$ cat config.mk
export PLATFORM = sky130hd
export DESIGN_NAME = salr_dist
export DESIGN_NICKNAME = d
export VERILOG_FILES = /design/src/hw/rtl/salr_pkg.sv /design/src/hw/rtl/salr_dist.sv
export SDC_FILE = /design/constraint.sdc
export NUM_CORES = 2
export LEC_CHECK = 0
export ABC_AREA = 1
export BUFFER_PORTS_ARGS = -buffer_cell sky130_fd_sc_hd__buf_4
export CAP_MARGIN = 20
export CORE_MARGIN = 2
export CORE_UTILIZATION = 30
export CTS_BUF_LIST = sky130_fd_sc_hd__clkbuf_8
export DETAILED_ROUTE_END_ITERATION = 10
export PLACE_DENSITY_LB_ADDON = 0.25
export SYNTH_ARGS = -nofsm -noshare
export SYNTH_HDL_FRONTEND = slang
export SYNTH_SLANG_ARGS = --single-unit
$ cat constraint.sdc
create_clock -name clk -period 5.7 [get_ports clk]
set_input_delay 0.57 -clock clk [delete_from_list [all_inputs] [get_ports clk]]
set_output_delay 0.57 -clock clk [all_outputs]
set_load 0.02 [all_outputs]
$ cat src/hw/rtl/salr_pkg.sv
// Shared constants, codes and handshake types for the stroke arc length resampler.
`default_nettype none

package salr_pkg;

	// Defaults for the top level parameters.
	localparam int MAX_EMITS_DEF = 62;
	localparam int FRAC_BITS_DEF = 16;

	// Field and datapath widths.
	localparam int COORD_W  = 32;
	localparam int PRESS_W  = 17;
	localparam int SCALE_W  = 24;
	localparam int CFG_W    = 32;
	localparam int LEN_W    = 42;
	localparam int POS_W    = 48;
	localparam int ITER_W   = 6;

	// Result buffer depth and its index width.
	localparam int RES_DEPTH = 64;
	localparam int RES_AW    = 6;

	// Spacing register value after reset, unsigned Q16.16.
	localparam logic [CFG_W-1:0] SPACING_RST = 32'h0001_0000;
	localparam logic [SCALE_W-1:0] SCALE_RST = 24'h01_0000;

	// Configuration register indexes.
	typedef enum logic [1:0] {
		CFG_SPACING,
		CFG_SCALE_X,
		CFG_SCALE_Z,
		CFG_DUP_THR
	} cfg_idx_t;

	// Request to the distance unit.
	typedef struct packed {
		logic start;
		logic want_len;
	} dist_req_t;

	// Status back from the distance unit.
	typedef struct packed {
		logic done;
		logic dup;
	} dist_rsp_t;

	// One buffered result word.
	typedef struct packed {
		logic [COORD_W-1:0] x;
		logic [COORD_W-1:0] z;
		logic [PRESS_W-1:0] pr;
		logic               last;
	} res_t;

endpackage

`default_nettype wire

$ cat src/hw/rtl/salr_dist.sv
// Bit-serial distance unit: scaled deltas, squared distance, duplicate test and square root.
`default_nettype none

module salr_dist (
	input  wire logic                         clk,
	input  wire logic                         arst_n,
	input  wire salr_pkg::dist_req_t          req,
	input  wire logic [salr_pkg::COORD_W-1:0] a_x,
	input  wire logic [salr_pkg::COORD_W-1:0] a_z,
	input  wire logic [salr_pkg::COORD_W-1:0] b_x,
	input  wire logic [salr_pkg::COORD_W-1:0] b_z,
	input  wire logic [salr_pkg::SCALE_W-1:0] scale_x,
	input  wire logic [salr_pkg::SCALE_W-1:0] scale_z,
	input  wire logic [salr_pkg::CFG_W-1:0]   dup_thr,
	output salr_pkg::dist_rsp_t               rsp,
	output logic [salr_pkg::LEN_W-1:0]        len
);

	typedef enum logic [2:0] {
		D_IDLE,
		D_MAG,
		D_SQSET,
		D_SQ,
		D_SUM,
		D_ROOT,
		D_DONE
	} dstate_t;

	dstate_t     state_q;
	logic [5:0]  it_q;
	logic        want_q;
	logic        dup_q;
	logic [56:0] mcx_q, mcz_q, px_q, pz_q;
	logic [23:0] sbx_q, sbz_q;
	logic [81:0] sqx_q, sqz_q, sx_q, sz_q;
	logic [40:0] qbx_q, qbz_q;
	logic [83:0] rad_q;
	logic [45:0] rrem_q;
	logic [41:0] root_q;

	logic [32:0] dx, dz, mx, mz;
	logic [82:0] sum;
	logic [45:0] rem2;
	logic [45:0] trial;
	logic        ge;

	always_comb begin
		dx = {b_x[31], b_x} - {a_x[31], a_x};
		dz = {b_z[31], b_z} - {a_z[31], a_z};
		mx = dx[32] ? (~dx + 33'd1) : dx;
		mz = dz[32] ? (~dz + 33'd1) : dz;
		sum = {1'b0, sx_q} + {1'b0, sz_q};
		rem2 = {rrem_q[43:0], rad_q[83:82]};
		trial = {2'b00, root_q, 2'b01};
		ge = rem2 >= trial;
	end

	always_ff @(posedge clk or negedge arst_n) begin
		if (!arst_n) begin
			state_q <= D_IDLE;
			it_q    <= '0;
			want_q  <= 1'b0;
			dup_q   <= 1'b0;
			mcx_q   <= '0;
			mcz_q   <= '0;
			px_q    <= '0;
			pz_q    <= '0;
			sbx_q   <= '0;
			sbz_q   <= '0;
			sqx_q   <= '0;
			sqz_q   <= '0;
			sx_q    <= '0;
			sz_q    <= '0;
			qbx_q   <= '0;
			qbz_q   <= '0;
			rad_q   <= '0;
			rrem_q  <= '0;
			root_q  <= '0;
		end else begin
			case (state_q)
				D_IDLE: begin
					if (req.start) begin
						want_q  <= req.want_len;
						mcx_q   <= {24'd0, mx};
						mcz_q   <= {24'd0, mz};
						sbx_q   <= scale_x;
						sbz_q   <= scale_z;
						px_q    <= '0;
						pz_q    <= '0;
						it_q    <= 6'd24;
						state_q <= D_MAG;
					end
				end
				D_MAG: begin
					if (sbx_q[0]) px_q <= px_q + mcx_q;
					if (sbz_q[0]) pz_q <= pz_q + mcz_q;
					mcx_q <= {mcx_q[55:0], 1'b0};
					mcz_q <= {mcz_q[55:0], 1'b0};
					sbx_q <= {1'b0, sbx_q[23:1]};
					sbz_q <= {1'b0, sbz_q[23:1]};
					it_q  <= it_q - 6'd1;
					if (it_q == 6'd1) state_q <= D_SQSET;
				end
				D_SQSET: begin
					// The scaled magnitude is the product shifted down by 16.
					sqx_q   <= {41'd0, px_q[56:16]};
					sqz_q   <= {41'd0, pz_q[56:16]};
					qbx_q   <= px_q[56:16];
					qbz_q   <= pz_q[56:16];
					sx_q    <= '0;
					sz_q    <= '0;
					it_q    <= 6'd41;
					state_q <= D_SQ;
				end
				D_SQ: begin
					if (qbx_q[0]) sx_q <= sx_q + sqx_q;
					if (qbz_q[0]) sz_q <= sz_q + sqz_q;
					sqx_q <= {sqx_q[80:0], 1'b0};
					sqz_q <= {sqz_q[80:0], 1'b0};
					qbx_q <= {1'b0, qbx_q[40:1]};
					qbz_q <= {1'b0, qbz_q[40:1]};
					it_q  <= it_q - 6'd1;
					if (it_q == 6'd1) state_q <= D_SUM;
				end
				D_SUM: begin
					dup_q  <= (px_q[56:32] == '0) && (pz_q[56:32] == '0) &&
						(sum <= {51'd0, dup_thr});
					rad_q  <= {1'b0, sum};
					rrem_q <= '0;
					root_q <= '0;
					it_q   <= 6'd42;
					state_q <= want_q ? D_ROOT : D_DONE;
				end
				D_ROOT: begin
					rrem_q <= ge ? (rem2 - trial) : rem2;
					root_q <= {root_q[40:0], ge};
					rad_q  <= {rad_q[81:0], 2'b00};
					it_q   <= it_q - 6'd1;
					if (it_q == 6'd1) state_q <= D_DONE;
				end
				D_DONE: begin
					state_q <= D_IDLE;
				end
				default: begin
					state_q <= D_IDLE;
				end
			endcase
		end
	end

	assign rsp.done = (state_q == D_DONE);
	assign rsp.dup  = dup_q;
	assign len      = root_q;

endmodule

`default_nettype wire

Word level (Yosys, flattened, before mapping):

Index checks and enable logic that the tools add are counted.

* register bits after elaboration: 867
* input port bits: 212

* add/sub/neg operators: 11
* magnitude comparators: 2
* equality and inequality tests: 15
* multiplexer cells: 35
* bitwise logic cells: 2
* reductions and logical operators: 18

Operators by type and width (count)
* 82-bit one-hot mux with 2 select lines: 4
* 57-bit one-hot mux with 2 select lines: 4
* 57-bit two-way mux: 5
* 84-bit one-hot mux with 2 select lines: 1
* 82-bit adder: 2
* 82-bit two-way mux: 2
* 41-bit one-hot mux with 2 select lines: 2
* 57-bit adder: 2
* 24-bit one-hot mux with 2 select lines: 2
* 44-bit one-hot mux with 2 select lines: 1
* 42-bit one-hot mux with 2 select lines: 1
* 82-bit by 82-bit adder with 83-bit output: 1
* 83-bit by 32-bit less-or-equal comparator with 1-bit output: 1
* 33-bit by 1-bit adder with 33-bit output (second input constant): 2
* 33-bit two-way mux: 2
* 33-bit inverter: 2
* 32-bit by 32-bit subtractor with 33-bit output: 2
* 25-bit zero test: 2
* 24-bit two-way mux: 2
* 46-bit by 44-bit greater-or-equal comparator with 1-bit output: 1
* 44-bit two-way mux: 1
* 44-bit subtractor: 1
* 6-bit one-hot mux with 4 select lines: 1
* 3-bit one-hot mux with 6 select lines: 1
* other kinds (17): 38

Logic depth before layout (Yosys ltp):

* depth after elaboration: 6
* mapped depth: 27
* gate-level depth less buffers: 27

Worst setup path after synthesis:

Ideal clock, no wire load.

* kind: reg-to-reg
* start point: register sx_q[0]
* end point: register dup_q
* library setup time: 0.066 ns
* arrival time: 3.136 ns
* setup slack: 2.498 ns
* stages on the path, launching flop included: 20
* buffers on the path: 0
* clock period less this slack: 3.202 ns
* cells stage by stage: dfrtp_1 > ha_1 > fa_1 > nand3_1 > nand2_1 > nand2_1 > nand2_1 > nand3_1 > nand2_1 > xor2_1 > ha_1 > nand4_1 > or4_1 > nor3_1 > nand4_1 > nor2_1 > nor2_1 > nor2_1 > nand3_1 > nand2_1

* word-level cells in the longest chain between the ends: 3

Ends and longest elaborated chain
* from (decl): line salr_dist.sv:35 `logic [81:0] sqx_q, sqz_q, sx_q, sz_q;`
* from (signal assigned): line salr_dist.sv:116 `if (qbx_q[0]) sx_q <= sx_q + sqx_q;`
* 82-bit by 82-bit adder with 83-bit output: line salr_dist.sv:52 `sum = {1'b0, sx_q} + {1'b0, sz_q};`
* 83-bit by 32-bit less-or-equal comparator with 1-bit output: line salr_dist.sv:127 `(sum <= {51'd0, dup_thr});`
* 1-bit logical AND: line salr_dist.sv:126 `dup_q <= (px_q[56:32] == '0) && (pz_q[56:32] == '0) &&`
* to (signal assigned): line salr_dist.sv:126
* to (decl): line salr_dist.sv:32 `logic dup_q;`

No other way between the ends.
A chain may end at the register's enable or synchronous reset.

Final worst setup path:

* start point: register sz_q[65]
* end point: register sz_q[72]

* word-level cells in the longest chain between the ends: 3

Ends and longest elaborated chain
* from (decl): line salr_dist.sv:35
* from (signal assigned): line salr_dist.sv:117 `if (qbz_q[0]) sz_q <= sz_q + sqz_q;`
* 82-bit adder: line salr_dist.sv:117
* 82-bit two-way mux: line salr_dist.sv:117
* 82-bit one-hot mux with 2 select lines: line salr_dist.sv:80 `case (state_q)`

No other way between the ends. The select of a mux whose other input is x is not followed.

==> impl_metrics.json <==
{
  "setup_viol": 0,
  "grt_setup_unrepaired": "false",
  "dr.pass1.iters": 6,
  "grt_pass1_wl_um": 448000,
  "syn-num-nets": 11351,
  "clockBufferDepth": 3,
  "tightest_slew_ps": 1240,
  "synth_flop_cell": "dfrtp_1",
  "wl_per_cell_um": 20.9,
  "dieArea_um2": 238000,
  "cts_tree": "yes",
  "clock-sinks": 867,
  "timing.final.hold_violations": 0,
  "cts_inserted_buffers": 173,
  "skew_ps": 48.8,
  "synth-seq-area-share_pct": 30.9,
  "grt_max_degree": 154,
  "die_y_um": 488,
  "grt_pass1_vias": 72843,
  "synthArstFlopShare_pct": 100,
  "path_cells": "ha_1 -> nand2_1 -> nor2_1 -> inv_1 -> nor2_1 -> nand2_1 -> nor4_1 -> nand3_1 -> o2111ai_1 -> a21oi_1 -> o21ai_0 -> nand2_1",
  "ys_warn_count": 0,
  "antenna_found_initial": 6,
  "path_clk_slew_ps": 70,
  "ys_seq_elements": 867,
  "drive_gt1_share_pct": 7.15,
  "root_buffer": "clkbuf_8",
  "yosysTopAreaCell": "dfrtp_1",
  "tns_ps": 0,
  "cp.arrival_ps": 4950,
  "gr-total-overflow": 0,
  "p_leak_nw": 40.1,
  "final_nets": 11672,
  "place.port_buffers": 255,
  "yosysMostFrequentCell": "nand2_1",
  "avgSynthCellArea_um2": 6.61,
  "timing.fmax_ghz": 0.242,
  "synth_common_cells": "nand2_1 (2854), inv_1 (1556), nor2_1 (1129)",
  "synthTopCellsByArea": "dfrtp_1 (31%), nand2_1 (15%), ha_1 (8.9%)",
  "hp-class": "in2reg",
  "drc": 0,
  "rows": 177,
  "syn_to_final_growth_pct": 14.0,
  "cp_common_cell": "nand2_1",
  "drt_iter0_drc": 5467,
  "worstSetupEndpointType": "flip-flop",
  "synth_edf_count": 0,
  "cts_setup_buffers": 0,
  "coreArea_um2": 233000,
  "grt_usage_pct": 24.5,
  "power_mw": 30.7,
  "drv_slew": 0,
  "max-slew-margin-rel_pct": 16.2,
  "gp_congestion": 1.02,
  "crit_path_top_delay_cell": "nor4_1",
  "pin_count": 256,
  "max_cap_viol_count": 0,
  "dp_hpwl_um": 241000,
  "synth_cell_types": 72,
  "htreeDepth": 4,
  "critPathMaxStageDelay_ps": 810,
  "crit_fanout": 7,
  "clock_latency_ps": 950,
  "status": "completed",
  "wl_met1_um": 133000,
  "required_ps": 6520,
  "dr_wl_met3_um": 14900,
  "criticalPathCategory": "reg2reg",
  "wl_met2_um": 135000,
  "cp-start-kind": "flip-flop",
  "initial_core_util_pct": 30.2,
  "highest_layer": "met5",
  "die_x_um": 488,
  "synth_top_cell_area_share_pct": 30.9,
  "ant_nets": 0,
  "vias": 73183,
  "ir_worst_vdd_uv": 442,
  "vias_per_cell": 5.15,
  "min_period_ps": 4130,
  "totalWireLength_um": 298000,
  "syn_inst": 10632,
  "period_share_pct": 72.5,
  "syn-cell-area_um2": 70300,
  "power_density_nw_per_um2": 383
}
==> critical path: cells and delay by family, from the launching register on <==
family	cells	cell delay, ps
buffers and inverters	1	70
flip-flops	1	550
AO/OA/AOI/OAI	3	680
adder cells (fa/ha/maj)	1	560
AND/OR/NAND/NOR	7	2120
==> worst paths after layout <==
path / from / endpoint / slack [ps] / depth (start not counted)
hold / removal: b_x[1] / mcx_q[1] / 140 / 4
hold reg to reg: rad_q[6] / rad_q[8] / 480 / 2
min in group asynchronous: arst_n / len[22] / 170 / 2
setup reg to reg: sz_q[65] / sz_q[72] / 1570 / 12
setup / recovery: sz_q[65] / sz_q[72] / 1570 / 12
max in group asynchronous: arst_n / mcz_q[31] / 3910 / 3
==> timing repair <==
| action | 4_1_cts | 5_1_grt |
|---|---|---|
| hold buffers | 52 | 0 |
| endpoints found under the hold margin | 108 | 0 |
| gates resized for setup | 0 | 0 |
==> routing by layer <==
layer	up-vias	GRT usage [%]
met5	-	0
met4	4	11.5
met3	445	2.89
met2	2090	39.9
met1	34961	32.3
li1	35683	-
==> registers in the layout (all words and copies together), names as in the netlist, 41 cells and up <==
signal  flops
sx_q       82
qbz_q      41
sz_q       82
len        42
mcx_q      57
sqx_q      82
qbx_q      41
mcz_q      57
sqz_q      82
rad_q      84
pz_q       57
px_q       57
rrem_q     44
==> metrics by stage <==
step | hold WS, ps | util [%] | cell area, um2 | cells | setup slack [ps]
floorplan | 274 | - | 70300 | 10632 | 2500
global placement | 465 | 32.6 | 75800 | 13855 | 1560
CTS | 29.8 | 34.4 | 80100 | 14217 | 1580
detailed placement | 469 | 32.6 | 75900 | 13858 | 1610
finish | 145 | 34.4 | 80200 | 14224 | 1570
global route | 115 | 34.4 | 80100 | 14218 | 1260
==> area by class of cell <==
cell class	count	area, um2
Clock buffer	214	2950
Multi-Input combinational cell	7951	41800
Fill cell	25543	153000
Clock inverter	93	800
Sequential cell	867	21700
Timing Repair Buffer	375	3060
Inverter	1585	5960
Tap cell	3132	3920
Antenna cell	7	17.5
==> power breakdown <==
part | total [mW] | switching (mW) | internal (mW) | leakage [nW]
registers | 9.65 | 1.81 | 7.84 | 11.7
clock network | 7.08 | 3.13 | 3.95 | 2.08
logic | 13.9 | 9.67 | 4.27 | 26.4
total | 30.7 | 14.6 | 16.1 | 40.1
==> cell usage in the layout, fill, tap and decap left out, types with 22 or more instances in the layout <==
cell / count
inv_2: 25
nand2_1: 2852
nor4_1: 33
a31oi_1: 96
nor3_1: 97
xor2_1: 125
dfrtp_1: 866
clkbuf_8: 214
nand2_2: 65
nand3b_1: 26
ha_1: 500
o211ai_1: 106
o221ai_1: 55
buf_4: 311
a21o_1: 39
nand3_1: 501
nand4_1: 75
o21ai_1: 45
nor2_2: 22
o21bai_1: 63
a22oi_1: 25
nor2_1: 1122
o22ai_1: 193
o31ai_1: 40
o21a_1: 51
dlygate4sd3_1: 52
a21oi_1: 936
inv_1: 1601
xnor2_1: 43
o21ai_0: 643
==> cells by family after synthesis <==
family | after synthesis | synth area share (%)
AOI/OAI and AO/OA | 2394 | 19.6
xor gates and xnor gates | 173 | 2.22
adders and majority gates | 507 | 9.10
buffers and inverters | 1814 | 9.85
DFF | 867 | 30.9
and+or+nand+nor | 4877 | 28.4
No activity file was read; power rests on OpenSTA's default activity.
